`config.mk`:
```
export PLATFORM = sky130hd
export DESIGN_NAME = esc_tcs_queue
export DESIGN_NICKNAME = d
export VERILOG_FILES = /design/src/design/esc_tcs_pkg.sv /design/src/design/esc_tcs_queue.sv
export SDC_FILE = /design/constraint.sdc
export NUM_CORES = 1
export LEC_CHECK = 0
export ABC_AREA = 1
export BUFFER_PORTS_ARGS = -buffer_cell sky130_fd_sc_hd__buf_4
export CAP_MARGIN = 20
export CORE_MARGIN = 3
export CORE_UTILIZATION = 40
export CTS_CLUSTER_SIZE = 12
export DETAILED_ROUTE_END_ITERATION = 10
export GPL_TIMING_DRIVEN = 1
export PLACE_DENSITY = 0.66
export SETUP_SLACK_MARGIN = 0.4
export SYNTH_ARGS = -nofsm -noshare
export SYNTH_HDL_FRONTEND = slang
export SYNTH_SLANG_ARGS = --single-unit
```
`constraint.sdc`:
```
create_clock -name clk -period 5.75 [get_ports clk]
set_clock_uncertainty 0.2 [all_clocks]
set_input_delay 0.2875 -clock clk [delete_from_list [all_inputs] [get_ports clk]]
set_output_delay 0.2875 -clock clk [all_outputs]
set_load 0.005 [all_outputs]
```
`src/design/esc_tcs_pkg.sv`:
```
`timescale 1ns / 1ps
// ----------------------------------------------------------------------------
// esc_tcs_pkg
// Shared types, codes and sequence tables of the throttle command sequencer.
// ----------------------------------------------------------------------------
package esc_tcs_pkg;

  localparam int unsigned QUEUE_DEPTH_DEFAULT = 8;
  localparam int unsigned SCALE_LATENCY       = 5;
  localparam int unsigned STEP_W              = 3;
  localparam int unsigned CFG_INDEX_W         = 3;
  localparam int unsigned CFG_DATA_W          = 32;

  // register indexes
  localparam logic [CFG_INDEX_W-1:0] CFG_DEADZONE     = 3'd0;
  localparam logic [CFG_INDEX_W-1:0] CFG_TRANSITION   = 3'd1;
  localparam logic [CFG_INDEX_W-1:0] CFG_CLOSED_MAX   = 3'd2;
  localparam logic [CFG_INDEX_W-1:0] CFG_CLOSED_FLOOR = 3'd3;
  localparam logic [CFG_INDEX_W-1:0] CFG_OPEN_MAX     = 3'd4;
  localparam logic [CFG_INDEX_W-1:0] CFG_OPEN_CEILING = 3'd5;

  localparam logic [6:0]  DEADZONE_RESET     = 7'd2;
  localparam logic [6:0]  TRANSITION_RESET   = 7'd13;
  localparam logic [31:0] CLOSED_MAX_RESET   = 32'd229376000;
  localparam logic [31:0] CLOSED_FLOOR_RESET = 32'd20588724;
  localparam logic [31:0] OPEN_MAX_RESET     = 32'd11244405;
  localparam logic [31:0] OPEN_CEILING_RESET = 32'd1405551;

  // frame codes
  localparam logic [7:0] FRAME_SYNC      = 8'h89;
  localparam logic [7:0] CMD_MOTOR_CTRL  = 8'h08;
  localparam logic [7:0] CMD_PARAM_WRITE = 8'h06;
  localparam logic [7:0] PID_NONE        = 8'h00;
  localparam logic [7:0] PID_OL_SET      = 8'h0C;
  localparam logic [7:0] PID_CL_SET      = 8'h0E;
  localparam logic [7:0] PID_REVERSE     = 8'h63;
  localparam logic [7:0] PID_AUTO_SWITCH = 8'h76;

  localparam logic [7:0] MAG_LIMIT = 8'd100;

  // exact divide by 100 for values below 2**24: ceil(2**31 / 100)
  localparam logic [24:0]  RECIP_100   = 25'd21474837;
  localparam int unsigned  RECIP_SHIFT = 31;
  localparam logic [23:0]  ROUND_HALF  = 24'd50;
  localparam logic [23:0]  DIV_BASE    = 24'd100;

  typedef logic [STEP_W-1:0] step_t;

  typedef enum logic [1:0] {
    RANGE_OFF    = 2'd0,
    RANGE_OPEN   = 2'd1,
    RANGE_CLOSED = 2'd2
  } range_t;

  typedef enum logic [2:0] {
    KIND_SET        = 3'd0,
    KIND_REV_SAME   = 3'd1,
    KIND_START      = 3'd2,
    KIND_STOP       = 3'd3,
    KIND_SWITCH_REV = 3'd4,
    KIND_TO_CLOSED  = 3'd5,
    KIND_TO_OPEN    = 3'd6
  } kind_t;

  typedef enum logic [2:0] {
    OP_DISABLE = 3'd0,
    OP_AUTO    = 3'd1,
    OP_DIR     = 3'd2,
    OP_OL      = 3'd3,
    OP_CL      = 3'd4,
    OP_ENABLE  = 3'd5
  } op_t;

  typedef struct packed {
    logic [6:0]  deadzone;
    logic [6:0]  transition;
    logic [31:0] closed_max;
    logic [31:0] closed_floor;
    logic [31:0] open_max;
    logic [31:0] open_ceiling;
  } cfg_t;

  typedef struct packed {
    logic   dir;
    range_t rng;
    kind_t  kind;
  } desc_t;

  typedef struct packed {
    desc_t       desc;
    logic [31:0] ol;
    logic [31:0] cl;
  } queue_entry_t;

  // command word at a given position of a sequence
  function automatic op_t seq_op(kind_t kind, step_t step);
    op_t list [2**STEP_W];
    foreach (list[i]) list[i] = OP_DISABLE;
    unique case (kind)
      KIND_SET: begin
        list[0] = OP_OL;  list[1] = OP_CL;
      end
      KIND_REV_SAME: begin
        list[0] = OP_DISABLE; list[1] = OP_OL; list[2] = OP_CL;
        list[3] = OP_DIR;     list[4] = OP_ENABLE;
      end
      KIND_START: begin
        list[0] = OP_AUTO; list[1] = OP_DIR; list[2] = OP_OL;
        list[3] = OP_CL;   list[4] = OP_ENABLE;
      end
      KIND_STOP: begin
        list[0] = OP_DISABLE;
      end
      KIND_SWITCH_REV: begin
        list[0] = OP_DISABLE; list[1] = OP_AUTO; list[2] = OP_OL;
        list[3] = OP_CL;      list[4] = OP_DIR;  list[5] = OP_ENABLE;
      end
      KIND_TO_CLOSED: begin
        list[0] = OP_OL;   list[1] = OP_CL;
        list[2] = OP_AUTO; list[3] = OP_ENABLE;
      end
      KIND_TO_OPEN: begin
        list[0] = OP_DISABLE; list[1] = OP_AUTO; list[2] = OP_OL;
        list[3] = OP_CL;      list[4] = OP_ENABLE;
      end
      default: ;
    endcase
    return list[step];
  endfunction

  // number of command words of a sequence
  function automatic step_t seq_len(kind_t kind);
    step_t len;
    unique case (kind)
      KIND_SET:        len = 3'd2;
      KIND_REV_SAME:   len = 3'd5;
      KIND_START:      len = 3'd5;
      KIND_STOP:       len = 3'd1;
      KIND_SWITCH_REV: len = 3'd6;
      KIND_TO_CLOSED:  len = 3'd4;
      KIND_TO_OPEN:    len = 3'd5;
      default:         len = 3'd1;
    endcase
    return len;
  endfunction

endpackage

```
`src/design/esc_tcs_queue.sv`:
```
`timescale 1ns / 1ps
// ----------------------------------------------------------------------------
// esc_tcs_queue
// Short FIFO of classified, scaled sequences between front and back.
// ----------------------------------------------------------------------------
module esc_tcs_queue #(
  parameter int unsigned DEPTH = esc_tcs_pkg::QUEUE_DEPTH_DEFAULT
) (
  input  logic                       clk,
  input  logic                       rst,
  input  logic                       push,
  input  esc_tcs_pkg::queue_entry_t  entry,
  input  logic                       pop,
  output logic                       head_valid,
  output esc_tcs_pkg::queue_entry_t  head
);
  import esc_tcs_pkg::*;

  localparam int unsigned IDX_W = $clog2(DEPTH);
  localparam int unsigned CNT_W = $clog2(DEPTH + 1);

  queue_entry_t     slots [DEPTH];
  logic [IDX_W-1:0] wr_ptr, rd_ptr;
  logic [CNT_W-1:0] count;

  function automatic logic [IDX_W-1:0] ptr_inc(logic [IDX_W-1:0] p);
    return (p == IDX_W'(DEPTH - 1)) ? '0 : IDX_W'(p + 1'b1);
  endfunction

  assign head_valid = (count != '0);
  assign head       = slots[rd_ptr];

  always_ff @(posedge clk) begin
    if (rst) begin
      wr_ptr <= '0;
      rd_ptr <= '0;
      count  <= '0;
    end else begin
      if (push) wr_ptr <= ptr_inc(wr_ptr);
      if (pop)  rd_ptr <= ptr_inc(rd_ptr);
      count <= count + CNT_W'(push) - CNT_W'(pop);
    end
  end

  always_ff @(posedge clk) begin
    if (push) slots[wr_ptr] <= entry;
  end

  assert property (@(posedge clk) disable iff (rst)
    push |-> count != CNT_W'(DEPTH))
    else $error("queue overflow");

  assert property (@(posedge clk) disable iff (rst)
    pop |-> count != '0)
    else $error("queue underflow");

endmodule

```
==> impl_metrics.tcl, run 1 <==
set metrics [dict create \
    status "finished, final reports clean" \
    yosys_warnings 0 \
    dr_total_vias 16564 \
    irDropWorstVdd_mv 0.2276 \
    slew_headroom_pct 25.96 \
    row_count 90 \
    clkSlewWorstSetupHoldPaths_ns 0.06 \
    ff_latch_area_um2 17090 \
    cp.buffers_inverters 3 \
    cts_tree "built" \
    synth_seq_cells 573 \
    yosys.area.top_type_share_pct 67.42 \
    wire_per_inst_um 15.91 \
    p_per_area_nw_per_um2 316.8 \
    syn_nets 2587 \
    port_buffers 144 \
    required_ns 5.26 \
    fin_crit_sh_pct 67.81 \
    viasPerCell 4.637 \
    yosysTopAreaCell "edfxtp_1" \
    start_kind "flip-flop" \
    max-clock-path-buffers 3 \
    grtUsageTotal_pct 17.17 \
    htreeDepth 2 \
    holdWs_ns 0.2488 \
    crit_slowest_cell "buf_4" \
    grt_overflow 0 \
    fill_cells 5442 \
    dieArea_um2 65390 \
    grt_first_pass_wirelength_um 88910 \
    netlist_top_cells_area "edfxtp_1 67%, nand2_1 14%, inv_1 8.7%" \
    arrival_ns 3.41 \
    report.final.hold_viol_count 0 \
    rsz0062_at_grt "no" \
    start_util_pct 40.87 \
    worstSetupPathType "flip-flop to primary output" \
    cp_max_fo 93 \
    ant_nets 0 \
    synth_area_per_cell_um2 9.965 \
    ys_types 18 \
    setup_tns_ns 0 \
    place_congestion 0.7257 \
    drv_cap 0 \
    crit_chain "buf_4, buf_4, nand2_1, nand3_1, nand2_1, nand2_1, nand2_1, buf_4" \
    io_pins 145 \
    cts_made_buffers 59 \
    die_w_um 255.7 \
    die_h_um 255.7 \
    finalMaxSlewViolations 0 \
    drc_errors 0 \
    syn2layout_area_growth_pct 18.00 \
    cts_root_buffer "clkbuf_16" \
    setup_viol 0 \
    cts-resized-gates 0 \
    timing.fmax_mhz 256.5 \
    fin_nets 2783 \
    drt-total-wl_um 56840 \
    multiInputGateArea_um2 5200 \
    drtIter0Drc 1197 \
    grt_max_degree 186 \
    clock_latency_ns 0.62 \
    synth.yosys.seq_area_share_pct 68.47 \
    hpwlAfterDp_um 29920 \
    syn-cell-area_um2 24940 \
    cpLargestDelayFamily "buffers and inverters" \
    grt_pass1_vias 16203 \
    cts_sinks 573 \
    min_path_type "primary input to flip-flop" \
    core_um2 61030 \
    crit_path_end_kind "primary output" \
    path_common_cell "nand2_1" \
    syn_inst 2503 \
    power.static_leakage_uw 0.01337 \
    worst_pin_slew_ns 1.111 \
    drt_pre_antenna_iters 5 \
    critPathMaxStageDelay_ns 0.90 \
    antenna_found_initial 5 \
    period_needed_ns 3.899 \
    drive_gt1_share_pct 9.376 \
]
Yosys cell counts:
cell type and count:
nand2_1 924, edfxtp_1 560, inv_2 3, buf_1 7, o21ai_0 2, clkbuf_1 24
buf_2 54, nand3_1 283, dfxtp_1 13, fa_1 1, nor2_1 16, or2_2 1
a21oi_1 6, buf_4 22, ha_1 9, xnor2_1 1, o21a_1 1, inv_1 576
final cells by class:
class / instances / area share [%]
diodes: 3 / 0.02551
clock buffers: 83 / 5.531
clock inverters: 20 / 0.6292
inverters: 579 / 7.418
multi-input cells: 1244 / 17.67
flip-flops and latches: 573 / 58.06
well taps: 828 / 3.520
repair buffers: 242 / 7.150
layout by cell type, fill, tap and decap left out:
cell type | Yosys | final
buf_16 | 0 | 2
buf_12 | 0 | 5
clkbuf_1 | 24 | 19
nor2_1 | 16 | 8
clkbuf_8 | 0 | 4
inv_2 | 3 | 1
inv_1 | 576 | 576
dlygate4sd3_1 | 0 | 74
nand2_1 | 924 | 924
dfxtp_1 | 13 | 10
buf_4 | 22 | 161
nor2_4 | 0 | 8
nand3_1 | 283 | 283
fa_1 | 1 | 1
dfxtp_4 | 0 | 3
clkinvlp_4 | 0 | 3
clkinv_2 | 0 | 2
o21a_1 | 1 | 1
clkinv_1 | 0 | 10
inv_8 | 0 | 1
ha_1 | 9 | 9
edfxtp_1 | 560 | 560
clkbuf_16 | 0 | 60
inv_6 | 0 | 1
xnor2_1 | 1 | 1
clkinv_8 | 0 | 1
bufinv_16 | 0 | 3
diode_2 | 0 | 3
inv_4 | 0 | 1
or2_2 | 1 | 1
o21ai_0 | 2 | 2
a21oi_1 | 6 | 6
timing repair:
item,4_1_cts,5_1_grt
endpoints found under the hold margin,573,0
setup buffers,0,0
hold buffers,74,0
routing by layer:
layer | vias up | global-route usage [%] | wire length (um)
met2 | 496 | 28.72 | 26910
met4 | 4 | 4.688 | 1099
met1 | 7810 | 23.06 | 24980
li1 | 8156 | - | -
met5 | - | 0 | 21
met3 | 98 | 3.196 | 3828
metrics by stage:
| step | setup WS [ns] | instances | instance area, um^2 | total power [uW] | utilization (%) |
|---|---|---|---|---|---|
| final | 1.851 | 3572 | 29430 | 9324 | 48.22 |
| after global routing | 1.588 | 3571 | 29430 | 9719 | 48.22 |
| after CTS | 1.812 | 3567 | 29370 | 9419 | 48.12 |
| after detailed placement | 2.481 | 3390 | 26820 | 5793 | 43.94 |
| after global placement | 2.507 | 3390 | 26820 | 5766 | 43.94 |
| after floorplan | 1.652 | 2503 | 24940 | 5376 | - |
state kept, by name (all words and copies together), names as in the netlist, named ones only:
register	cells
count	4
rd_ptr	3
wr_ptr	3
slots	560
path summary, 6_finish.rpt:
kind	start	end	slack, ns	depth (start not counted)
setup reg to reg	wr_ptr[0]$_SDFFE_PP0P_	slots[1][60]$_DFFE_PP_	3.19	3
setup / recovery	flip-flop	head[11]	1.85	8
hold reg to reg	rd_ptr[1]$_SDFFE_PP0P_	flip-flop	0.29	2
hold / removal	rst	count[1]$_SDFF_PP0_	0.25	3
worst min-delay path: stages:
cell           delay [ns]
dlygate4sd3_1        0.52
buf_4                0.14
nor2_1               0.05
kinds of logic (layout without fill, tap and decap cells):
| group | after synthesis | in the layout | synth area share, % |
|---|---|---|---|
| flops | 573 | 573 | 68.47 |
| xor+xnor | 1 | 1 | 0.03512 |
| buf+inv | 686 | 924 | 10.93 |
| other cells | 0 | 3 | 0 |
| fa+ha+maj | 10 | 10 | 0.5318 |
| simple gates | 1224 | 1224 | 19.85 |
| compound gates | 9 | 9 | 0.1906 |
where the power goes:
group / total, uW / switching [uW] / internal (uW)
Combinational: 997 / 624 / 373
Clock: 3580 / 1490 / 2090
Sequential: 4750 / 39.5 / 4710
Note: power is estimated with default switching activity, not from simulation.
==> run 2, diff against run 1 <==
- ABC_AREA: 1 -> 0
- PLACE_DENSITY: 0.66 -> 0.69
- clock period: 5.75 -> 3.3 ns (I/O delays scaled with it)
==> run 2 against run 1 <==
Cell area fell by 11%. Critical endpoint is now head[53]. Via count fell by 41%. Critical path type unchanged. Worst setup slack got worse by 1.3 ns. Worst hold slack got worse by 0.10 ns. Critical path depth fell by 3. Utilization rose by 1.3 points. Non-clock buffer count rose by 7. Clock-buffer cell count rose by 3. Total power rose by 65%. Largest power group unchanged. Register-to-register slack got worse by 2.2 ns. Cell count fell by 47%. Highest routed layer is now met4. Routed wire length fell by 24%. Largest cell class unchanged.
==> impl_metrics.tcl, run 2 <==
set metrics [dict create \
    largest_reg_flops 560 \
    hold_depth 2 \
    start_util_pct 40.79 \
    row_count 84 \
    cts_sinks 573 \
    ff_latch_area_um2 17090 \
    clkSlewWorstSetupHoldPaths_ns 0.06 \
    drt_pre_antenna_iters 5 \
    grt_overflow 0 \
    regMostFlops "slots" \
    grt_max_degree 89 \
    preCtsSetupSlack_ns 0.9783 \
    fin_crit_sh_pct 83.47 \
    postLayoutSetupSlackWorst_ns 0.5456 \
    yosys.area.top_type_share_pct 77.67 \
    ys.flop_type "edfxtp_1" \
    core_um2 53080 \
    drtIter0Drc 584 \
    slew_headroom_pct 48.77 \
    timing.rr.end "slots[5][38]$_DFFE_PP_" \
    r2r_slack_ns 1.04 \
    syn-cell-area_um2 21650 \
    die_w_um 238.6 \
    io_pins 145 \
    synth_area_per_cell_um2 24.57 \
    port_buffers 144 \
    setup_viol 0 \
    arrival_ns 2.39 \
    syn2layout_area_growth_pct 21.36 \
    setup_tns_ns 0 \
    crit_chain "buf_12, clkbuf_16, mux4_2, mux2_2, buf_4" \
    whs_endpoint "slots[7][23]$_DFFE_PP_" \
    cts_tree "built" \
    ant_nets 0 \
    start_kind "flip-flop" \
    yosys_warnings 0 \
    rsz0062_at_grt "no" \
    cp.buffers_inverters 3 \
    r2r_start "wr_ptr[2]$_SDFFE_PP0P_" \
    cts_made_buffers 59 \
    synth_enable_flop_cells 560 \
    drive_gt1_share_pct 39.43 \
    reg2regPathDepth 3 \
    netlist_top_cells_area "edfxtp_1 78%, mux4_2 15%, mux2_2 3.6%" \
    drv_cap 0 \
    cp_max_fo 26 \
    syn_nets 965 \
    grt_pass1_vias 10485 \
    yosysTopAreaCell "edfxtp_1" \
    status "finished, final reports clean" \
    antenna_found_initial 3 \
    htreeDepth 2 \
    final_cell_mix "560 x edfxtp_1, 163 x buf_4, 140 x mux4_2" \
    cts_root_buffer "clkbuf_16" \
    viasPerCell 5.196 \
    max-clock-path-buffers 3 \
    multiInputGateArea_um2 4360 \
    power.static_leakage_uw 0.008405 \
    critPathMaxStageDelay_ns 0.53 \
    ys_types 24 \
    crit_slowest_cell "mux4_2" \
    syn_inst 881 \
    required_ns 2.93 \
    worst_pin_slew_ns 0.7685 \
    grt_first_pass_wirelength_um 64800 \
    irDropWorstVdd_mv 0.4006 \
    synth_common_cells "560 x edfxtp_1, 140 x mux4_2, 70 x mux2_2, 14 x buf_2, 14 x clkbuf_1" \
    period_needed_ns 2.754 \
    die_h_um 238.6 \
    drc_errors 0 \
    fin_nets 1234 \
    post-synth-top-count-cell "edfxtp_1" \
    top_regs "slots x560, count x4" \
    clock_latency_ns 0.59 \
    dieArea_um2 56950 \
    wire_per_inst_um 22.98 \
    dr_total_vias 9758 \
    min_path_type "primary input to flip-flop" \
    drt-total-wl_um 43150 \
    fill_cells 4173 \
    report.final.hold_viol_count 0 \
    synth.yosys.seq_area_share_pct 78.88 \
    layout_commonest_cell "edfxtp_1" \
    async_flop_share_pct 0 \
    timing.fmax_mhz 363.1 \
    crit_path_end_kind "primary output" \
    cpLargestDelayFamily "multiplexers" \
    place_congestion 0.6613 \
    hpwlAfterDp_um 21900 \
    hp-start "entry[23]" \
    p_per_area_nw_per_um2 584.4 \
    finalMaxSlewViolations 0 \
    grtUsageTotal_pct 15.11 \
    worstSetupPathType "flip-flop to primary output" \
    synth_seq_cells 573 \
]
run 2: cell types whose count changed in the layout (fill, tap and decap cells not counted), sizes merged, moves of 6 or more:
cell	change
nand3	-281
nand2	-921
mux2	+70
mux4	+140
nand2b	+6
inv	-572
run 2: routing by layer:
| layer | share of wire, % | track usage (%) |
|---|---|---|
| met5 | 0 | 0 |
| met4 | 1.6 | 3.830 |
| met3 | 5.2 | 3.057 |
| met2 | 50 | 25.03 |
| met1 | 43 | 20.73 |
run 2: cells by family (layout without fill, tap and decap cells):
| group | after synthesis | in the layout | share of synthesized area (%) |
|---|---|---|---|
| compound gates | 7 | 7 | 0.1791 |
| xor+xnor | 1 | 1 | 0.04046 |
| fa+ha+maj | 10 | 10 | 0.6126 |
| buf+inv | 48 | 354 | 1.295 |
| flops | 573 | 573 | 78.88 |
| mux | 212 | 212 | 18.30 |
| other cells | 0 | 3 | 0 |
| simple gates | 30 | 30 | 0.6993 |
run 2: area by class of cell:
type,count,share of cell area [%]
clock buffers,86,6.205
inverters,7,0.1000
repair buffers,249,8.419
multi-input cells,260,16.60
diodes,3,0.02857
well taps,688,3.276
flip-flops and latches,573,65.04
clock inverters,12,0.3381
run 2: report_power, final:
part           switching [uW]  total, uW  internal [uW]
combinational             521       1160            639
sequential               52.9       8210           8150
clock                    2530       5990           3460
run 2: worst max path at each step:
stage,cells after the start,endpoint
after floorplan,2,slots[6][0]$_DFFE_PP_
after global placement,4,head[8]
after detailed placement,4,head[22]
after CTS,4,head[22]
after global routing,5,head[22]
final,5,head[53]
run 2: repair_timing:
| item | in CTS | in global routing |
|---|---|---|
| hold endpoints to repair | 573 | 0 |
| pin swaps | 0 | 0 |
| gates cloned | 0 | 2 |
| hold buffers | 74 | 0 |
| setup endpoints to repair | 51 | 67 |
| resized for setup | 2 | 2 |
| buffers inserted | 0 | 5 |
run 2: per-stage QoR:
stage / cells / hold WS (ns) / area, um^2 / total power (uW) / util [%]
global placement: 1696 / 0.1960 / 23670 / 9408 / 44.60
finish: 1878 / 0.1481 / 26270 / 15350 / 49.50
global route: 1876 / 0.1246 / 26270 / 15930 / 49.49
floorplan: 881 / 0.06387 / 21690 / 8942 / -
CTS: 1868 / 0.1011 / 26150 / 15530 / 49.26
detailed placement: 1696 / 0.1991 / 23670 / 9443 / 44.60
